==> src/hdl/bwtf_pkg.sv <==
// ----------------------------------------------------------------------------
// bwtf_pkg
// shared constants and types of the binary window threshold filter
// ----------------------------------------------------------------------------
`default_nettype none

package bwtf_pkg;

  localparam int unsigned MaxSizeDef   = 64;
  localparam int unsigned WinRadiusDef = 3;

  localparam int unsigned RowW    = 64;
  localparam int unsigned SizeW   = 7;
  localparam int unsigned ThrW    = 6;
  localparam int unsigned IdxW    = 6;
  localparam int unsigned CfgIdxW = 1;

  localparam logic [SizeW-1:0] ResetSize = 7'd64;
  localparam logic [ThrW-1:0]  ResetThr  = 6'd30;

  typedef enum logic [CfgIdxW-1:0] {
    CfgMapSize   = 1'b0,
    CfgThreshold = 1'b1
  } cfg_reg_e;

  typedef struct packed {
    logic            valid;
    logic [IdxW-1:0] idx;
    logic            done;
  } meta_t;

endpackage

`default_nettype wire

==> src/hdl/bwtf_window.sv <==
// ----------------------------------------------------------------------------
// bwtf_window
// row window, frame sequencer with end-of-frame flush, and registered
// per-column vertical counts
// ----------------------------------------------------------------------------
`default_nettype none

module bwtf_window #(
  parameter int unsigned MaxSize   = bwtf_pkg::MaxSizeDef,
  parameter int unsigned WinRadius = bwtf_pkg::WinRadiusDef,
  localparam int unsigned WinD     = 2 * WinRadius + 1,
  localparam int unsigned CntW     = $clog2(WinD + 1)
) (
  input  wire logic                          clk_i,
  input  wire logic                          rst_ni,
  input  wire logic                          adv_i,
  input  wire logic                          in_valid_i,
  output logic                               in_stall_o,
  input  wire logic [MaxSize-1:0]            row_i,
  input  wire logic [bwtf_pkg::SizeW-1:0]    eff_size_i,
  input  wire logic                          restart_i,
  output logic [MaxSize-1:0][CntW-1:0]       col_cnt_o,
  output bwtf_pkg::meta_t                    meta_o
);

  localparam int unsigned KW   = $clog2(WinRadius + 1);
  localparam int unsigned SumW = bwtf_pkg::SizeW + 1;

  logic [WinD-1:0][MaxSize-1:0] win_q, win_d;
  logic [bwtf_pkg::SizeW-1:0]   rr_q, rr_d;
  logic [bwtf_pkg::SizeW-1:0]   last_q, last_d;
  logic                         flush_q, flush_d;
  logic [KW-1:0]                k_q, k_d;
  logic [MaxSize-1:0][CntW-1:0] cnt_q, cnt_d;
  bwtf_pkg::meta_t              meta_q, meta_d;

  logic [bwtf_pkg::SizeW-1:0] cur_r;
  logic [MaxSize-1:0]         row_m;
  logic                       accept, step, is_last;
  logic [SumW-1:0]            pos;
  logic [KW-1:0]              cur_k;

  assign in_stall_o = flush_q || !adv_i;
  assign accept     = in_valid_i && adv_i && !flush_q;
  assign step       = flush_q && adv_i;
  assign cur_r      = (rr_q >= eff_size_i) ? '0 : rr_q;
  assign is_last    = (SumW'(cur_r) + SumW'(1)) >= SumW'(eff_size_i);

  always_comb begin
    for (int c = 0; c < MaxSize; c++) begin
      row_m[c] = row_i[c] && (bwtf_pkg::SizeW'(c) < eff_size_i);
    end
  end

  always_comb begin
    win_d = win_q;
    if (accept) begin
      if (cur_r == '0) begin
        win_d = '0;
      end else begin
        for (int i = 0; i < WinD - 1; i++) begin
          win_d[i] = win_q[i+1];
        end
      end
      win_d[WinD-1] = row_m;
    end else if (step) begin
      for (int i = 0; i < WinD - 1; i++) begin
        win_d[i] = win_q[i+1];
      end
      win_d[WinD-1] = '0;
    end
  end

  always_comb begin
    rr_d    = rr_q;
    last_d  = last_q;
    flush_d = flush_q;
    k_d     = k_q;
    if (accept) begin
      if (is_last) begin
        rr_d    = '0;
        last_d  = cur_r;
        flush_d = 1'b1;
        k_d     = KW'(1);
      end else begin
        rr_d = cur_r + bwtf_pkg::SizeW'(1);
      end
    end else if (step) begin
      if (k_q == KW'(WinRadius)) begin
        flush_d = 1'b0;
      end else begin
        k_d = k_q + KW'(1);
      end
    end
    if (restart_i) begin
      rr_d = '0;
    end
  end

  // center row of the window is row (newest + k - radius)
  always_comb begin
    cur_k       = accept ? '0 : k_q;
    pos         = (accept ? SumW'(cur_r) : SumW'(last_q)) + SumW'(cur_k);
    meta_d.valid = (accept || step) && (pos >= SumW'(WinRadius));
    meta_d.idx   = bwtf_pkg::IdxW'(pos - SumW'(WinRadius));
    meta_d.done  = step && (k_q == KW'(WinRadius));
  end

  always_comb begin
    for (int c = 0; c < MaxSize; c++) begin
      cnt_d[c] = '0;
      for (int i = 0; i < WinD; i++) begin
        cnt_d[c] = cnt_d[c] + CntW'(win_d[i][c]);
      end
    end
  end

  always_ff @(posedge clk_i or negedge rst_ni) begin
    if (!rst_ni) begin
      rr_q    <= '0;
      last_q  <= '0;
      flush_q <= 1'b0;
      k_q     <= '0;
      meta_q  <= '0;
    end else begin
      rr_q    <= rr_d;
      last_q  <= last_d;
      flush_q <= flush_d;
      k_q     <= k_d;
      if (adv_i) begin
        meta_q <= meta_d;
      end
    end
  end

  always_ff @(posedge clk_i) begin
    win_q <= win_d;
    if (adv_i) begin
      cnt_q <= cnt_d;
    end
  end

  assign col_cnt_o = cnt_q;
  assign meta_o    = meta_q;

endmodule

`default_nettype wire

==> src/hdl/bwtf_lane.sv <==
// ----------------------------------------------------------------------------
// bwtf_lane
// one output column: horizontal sum of column counts and threshold compare
// ----------------------------------------------------------------------------
`default_nettype none

module bwtf_lane #(
  parameter int unsigned MaxSize   = bwtf_pkg::MaxSizeDef,
  parameter int unsigned WinRadius = bwtf_pkg::WinRadiusDef,
  parameter int unsigned Col       = 0,
  localparam int unsigned WinD     = 2 * WinRadius + 1,
  localparam int unsigned CntW     = $clog2(WinD + 1)
) (
  input  wire logic [MaxSize-1:0][CntW-1:0]  col_cnt_i,
  input  wire logic [bwtf_pkg::ThrW-1:0]     thr_i,
  input  wire logic [bwtf_pkg::SizeW-1:0]    eff_size_i,
  output logic                               bit_o
);

  localparam int unsigned SumW = $clog2(WinD * WinD + 1);
  localparam int unsigned CmpW = (SumW > bwtf_pkg::ThrW) ? SumW : bwtf_pkg::ThrW;
  localparam int Lo = (int'(Col) >= int'(WinRadius)) ? int'(Col) - int'(WinRadius) : 0;
  localparam int Hi = (int'(Col) + int'(WinRadius) < int'(MaxSize)) ?
                      int'(Col) + int'(WinRadius) : int'(MaxSize) - 1;

  logic [SumW-1:0] sum;

  always_comb begin
    sum = '0;
    for (int j = Lo; j <= Hi; j++) begin
      sum = sum + SumW'(col_cnt_i[j]);
    end
  end

  assign bit_o = (CmpW'(sum) > CmpW'(thr_i)) &&
                 (bwtf_pkg::SizeW'(Col) < eff_size_i);

endmodule

`default_nettype wire

==> src/hdl/binary_window_threshold_filter.sv <==
// ----------------------------------------------------------------------------
// binary_window_threshold_filter
// thresholded window count over a square bit map, one row per beat
// ----------------------------------------------------------------------------
// an input beat is registered as column counts, then in the output register
// throughput: one row per cycle unless the output stalls; the last row of a
//   frame holds the input while the window drains (up to WinRadius+1 beats)
// the drain steps through the row window one shift per cycle unless the output stalls
// reset: control cleared, map size 64, threshold 30; row window refills at row 0
`default_nettype none

module binary_window_threshold_filter #(
  parameter int unsigned MaxSize   = bwtf_pkg::MaxSizeDef,
  parameter int unsigned WinRadius = bwtf_pkg::WinRadiusDef
) (
  input  wire logic                           clk_i,
  input  wire logic                           rst_ni,
  input  wire logic                           in_valid_i,
  output logic                                in_stall_o,
  input  wire logic [bwtf_pkg::RowW-1:0]      row_bits_i,
  output logic                                out_valid_o,
  input  wire logic                           out_stall_i,
  output logic [bwtf_pkg::IdxW-1:0]           out_row_index_o,
  output logic [bwtf_pkg::RowW-1:0]           out_bits_o,
  output logic                                frame_done_o,
  input  wire logic                           cfg_we_i,
  input  wire logic [bwtf_pkg::CfgIdxW-1:0]   cfg_idx_i,
  input  wire logic [bwtf_pkg::SizeW-1:0]     cfg_wdata_i
);

  localparam int unsigned WinD = 2 * WinRadius + 1;
  localparam int unsigned CntW = $clog2(WinD + 1);

  logic [bwtf_pkg::SizeW-1:0]   size_q, eff_size;
  logic [bwtf_pkg::ThrW-1:0]    thr_q;
  logic                         adv, restart;
  logic [MaxSize-1:0][CntW-1:0] col_cnt;
  bwtf_pkg::meta_t              meta;
  logic [MaxSize-1:0]           lane_bits;

  logic                         out_valid_q;
  logic [bwtf_pkg::IdxW-1:0]    out_idx_q;
  logic [MaxSize-1:0]           out_bits_q;
  logic                         out_done_q;

  always_comb begin
    if (size_q == '0) begin
      eff_size = bwtf_pkg::SizeW'(1);
    end else if (size_q > bwtf_pkg::SizeW'(MaxSize)) begin
      eff_size = bwtf_pkg::SizeW'(MaxSize);
    end else begin
      eff_size = size_q;
    end
  end

  assign restart = cfg_we_i && (bwtf_pkg::cfg_reg_e'(cfg_idx_i) == bwtf_pkg::CfgMapSize);

  always_ff @(posedge clk_i or negedge rst_ni) begin
    if (!rst_ni) begin
      size_q <= bwtf_pkg::ResetSize;
      thr_q  <= bwtf_pkg::ResetThr;
    end else if (cfg_we_i) begin
      unique case (bwtf_pkg::cfg_reg_e'(cfg_idx_i))
        bwtf_pkg::CfgMapSize:   size_q <= cfg_wdata_i;
        bwtf_pkg::CfgThreshold: thr_q  <= cfg_wdata_i[bwtf_pkg::ThrW-1:0];
        default: ;
      endcase
    end
  end

  assign adv = !out_valid_q || !out_stall_i;

  bwtf_window #(
    .MaxSize   (MaxSize),
    .WinRadius (WinRadius)
  ) u_window (
    .clk_i      (clk_i),
    .rst_ni     (rst_ni),
    .adv_i      (adv),
    .in_valid_i (in_valid_i),
    .in_stall_o (in_stall_o),
    .row_i      (row_bits_i[MaxSize-1:0]),
    .eff_size_i (eff_size),
    .restart_i  (restart),
    .col_cnt_o  (col_cnt),
    .meta_o     (meta)
  );

  for (genvar c = 0; c < MaxSize; c++) begin : g_lane
    bwtf_lane #(
      .MaxSize   (MaxSize),
      .WinRadius (WinRadius),
      .Col       (c)
    ) u_lane (
      .col_cnt_i  (col_cnt),
      .thr_i      (thr_q),
      .eff_size_i (eff_size),
      .bit_o      (lane_bits[c])
    );
  end

  always_ff @(posedge clk_i or negedge rst_ni) begin
    if (!rst_ni) begin
      out_valid_q <= 1'b0;
    end else if (adv) begin
      out_valid_q <= meta.valid;
    end
  end

  always_ff @(posedge clk_i) begin
    if (adv) begin
      out_idx_q  <= meta.idx;
      out_bits_q <= lane_bits;
      out_done_q <= meta.done;
    end
  end

  assign out_valid_o     = out_valid_q;
  assign out_row_index_o = out_idx_q;
  assign out_bits_o      = bwtf_pkg::RowW'(out_bits_q);
  assign frame_done_o    = out_done_q;

endmodule

`default_nettype wire

==> config.mk <==
export PLATFORM = sky130hd
export DESIGN_NAME = binary_window_threshold_filter
export DESIGN_NICKNAME = d
export VERILOG_FILES = /design/src/hdl/bwtf_pkg.sv /design/src/hdl/bwtf_window.sv /design/src/hdl/bwtf_lane.sv /design/src/hdl/binary_window_threshold_filter.sv
export SDC_FILE = /design/constraint.sdc
export NUM_CORES = 2
export LEC_CHECK = 0
export ABC_CLOCK_PERIOD_IN_PS = 17700
export BUFFER_PORTS_ARGS = -buffer_cell sky130_fd_sc_hd__buf_2
export CORE_ASPECT_RATIO = 1.25
export CORE_UTILIZATION = 38
export CTS_CLUSTER_DIAMETER = 100
export DETAILED_ROUTE_END_ITERATION = 10
export SLEW_MARGIN = 20
export SYNTH_ARGS = -nofsm -noshare
export SYNTH_HDL_FRONTEND = slang
export SYNTH_SLANG_ARGS = --single-unit
==> constraint.sdc <==
create_clock -name clk_i -period 17.7 [get_ports clk_i]
set_clock_uncertainty 0.2 [all_clocks]
set_input_delay 1.77 -clock clk_i [delete_from_list [all_inputs] [get_ports clk_i]]
set_output_delay 1.77 -clock clk_i [all_outputs]
set_load 0.02 [all_outputs]
==> run summary <==
syn nets: 8598
core area: 186000 µm²
R2R Setup Slk: 8.89 ns
post-synthesis mux area share: 0.214%
R2R Path Start: size_q[6]
Setup TNS: 0 ns
Slew Viols, Final: 0
first-pass GRT wire length: 276 mm
mapped cell area: 71200 µm²
Max Root-Sink Buffers: 3
Die X: 389 µm
Num CTS Buffers: 89
initial core utilization: 38.3%
starting DRC count in detailed routing: 2332
share of cells above drive strength 1: 5.78%
adder-cell share of the synthesized area: 46.2%
largest family of logic cells by synthesized area: adder cells
latest clock arrival within the worst-skew pair: 0.71 ns
Final Net Count: 8728
post-CTS sizing: 0
Final ANT Viol Nets: 0
kind of critical path: flip-flop to flip-flop
Req. time, crit path: 17.95 ns
crit path max fanout: 87
WL final: 173 mm
Hold EP: out_row_index_o[3]
r2r endpoint: u_window.col_cnt_o[98]
GRT Util Overall: 18.8%
Synth Area in Compound Gates: 13.2%
WHS Path Cells: 0
number of port buffers: 149
Arrival @ worst endpoint: 9.06 ns
# hold bufs at CTS: 0
DRC viols: 0
fin crit share: 49.8%
Cell Rows: 177
# setup viols final: 0
Fmax achieved: 0.113 GHz
Post-synth EDFFs: 263
cell count after synthesis: 6467
Synth cell types: 73
main area contributors after synthesis: fa_1, ha_1, dfxtp_1
CTS tree: done
Hold WC Path Type: flip-flop to flip-flop
clock period minus worst slack: 8.81 ns
die area: 189000 µm²
relative slew slack: 21.5%
clk sinks: 750
slowest CP cell: buf_4
dpl hpwl: 137 mm
Post-CTS Setup Bufs: 0
via count of the routed design: 46300
drt wl/cell: 19.1 µm
placed inst area: 74700 µm²
Simple-Gate Fraction of Synth Area: 3.59%
FF-to-FF path depth: 25
Post-synth ARST share: 5.20%
number of synthesized register bits: 750
Design Area, Final: 77700 µm²
slowest stage delay, CP: 0.82 ns
First-pass DRT Iterations: 6
ys flop type: dfxtp_1
Syn Area/Cell: 11.0 µm²
Worst setup EP type: flip-flop
Final Hold Viols: 0
post-synthesis xor/xnor area fraction: 2.55%
Top Ports: 150
vias in the first global route: 49700
initial antenna violation count: 11
GPL Wtd Cong: 0.853
DR vias/cell: 5.09
Root Buffer Master: clkbuf_16
CP top delay family: buffers and inverters
Startpoint Class: flip-flop
hold path start: u_window.meta_o[4]
leading area contributor after synthesis: fa_1
H-tree Lvls: 3
post-synthesis sequential area ratio: 25.1%
Die Y: 486 µm
clk slew on worst S/H paths: 0.06 ns
GRT overflow: 0
max_cap viols: 0
Slew @ Worst Pin: 1.16 ns
post-synth top area share: 27.1%
status: finished, final reports clean
worst path bufs/invs: 8
warnings from Yosys: 0
Area growth syn-to-layout: 9.07%
RSZ-0062 raised after global routing: false
fill count: 17800
largest net degree at the start of global routing: 177
-- cells in the mapped netlist (6+ instances only) --
cell type     n
buf_2        45
a32o_1       14
fa_1        964
xnor2_1      59
edfxtp_1    263
buf_4        23
and2_1        9
a32oi_1      41
nand2b_1     64
or3_1         6
nor2_1       88
nand4_1      52
a22o_1      385
ha_1       1090
xor2_1      145
nor2b_1      70
mux2_2       10
clkbuf_1     77
nor3_1       11
nand2_1     146
dfrtp_1      34
dfxtp_1     448
nor4_1        9
inv_1      1541
a21oi_1     103
a31oi_1      12
o21ai_0     138
a311oi_1      7
a21o_1      261
a22oi_1     132
o21a_1      118
nand3_1      20
and4_1       11
-- worst max-delay path by stage --
stage | from | endpoint | slack, ns | depth (start not counted)
global placement | size_q[6] | u_window.col_cnt_o[97] | 9.26 | 25
global route | size_q[6] | u_window.col_cnt_o[98] | 8.35 | 25
finish | size_q[6] | u_window.col_cnt_o[98] | 8.89 | 25
detailed placement | size_q[6] | u_window.col_cnt_o[98] | 9.01 | 25
floorplan | out_stall_i | u_window.meta_o[6] | 7.07 | 5
CTS | size_q[6] | u_window.col_cnt_o[98] | 8.98 | 25
-- metrics by stage --
stage	setup WS (ns)	utilization [%]	hold WS, ns	cells
detailed placement	9.01	40.1	0.239	8922
global placement	9.26	40.1	0.241	8922
global route	8.35	41.8	0.278	9090
CTS	8.98	41.7	0.258	9089
finish	8.89	41.8	0.256	9094
floorplan	7.07	-	0.225	6467
-- flip-flops by register name (all words and copies together), names as in the netlist --
register	cells
frame_done_o	1
out_bits_o	64
out_row_index_o	6
out_valid_o	1
size_q	7
thr_q	6
u_window.col_cnt_o	192
u_window.flush_q	1
u_window.k_q	2
u_window.last_q	7
u_window.meta_o	8
u_window.rr_q	7
u_window.win_q	448
-- metal layers --
metal	share of wire [%]	vias to the layer above	GRT usage (%)
li1	-	21700	-
met1	46	23700	25.3
met2	49	694	32.1
met3	3.5	176	2.06
met4	1.9	8	4.47
met5	0.033	-	0
-- cell type report --
type	count	area [µm²]	share of cell area, %
antenna	5	12.5	0.0161
timing repair buffer	188	1060	1.37
clock buffer	115	2500	3.22
inverter	1542	5800	7.47
sequential	750	17900	23.0
multi-input combinational	4026	46900	60.4
tap	2416	3020	3.89
clock inverter	52	503	0.647
-- cells in the final DEF, fill, tap and decap left out, types with 6 or more instances in the layout --
cell and count:
a21o_1 261, a21oi_1 102, a22o_1 385, a22oi_1 132, a311oi_1 7, a31oi_1 11, a32o_1 14, a32oi_1 41
and2_1 9, and4_1 11, buf_2 149, buf_4 37, clkbuf_1 12, clkbuf_16 92, clkbuf_8 11, clkinv_1 7
clkinv_2 23, dfrtp_1 33, dfxtp_1 448, edfxtp_1 263, fa_1 964, ha_1 1090, inv_1 1535, mux2_2 10
nand2_1 146, nand2b_1 64, nand3_1 20, nand4_1 52, nor2_1 86, nor2b_1 70, nor3_1 11, nor4_1 7
o21a_1 118, o21ai_0 136, or3_1 6, xnor2_1 59, xor2_1 145
-- logic make-up (layout without fill, tap and decap cells) --
family,count (synthesis),count (layout)
DFF,750,750
xor gates and xnor gates,206,206
and+or+nand+nor,501,501
buffers and inverters,1691,1897
adders and majority gates,2054,2054
muxes,14,14
AOI/OAI and AO/OA,1251,1251
other,0,5
Power is not shown: default switching activity piles up to over one toggle a cycle in this logic, so the estimate is an artifact.
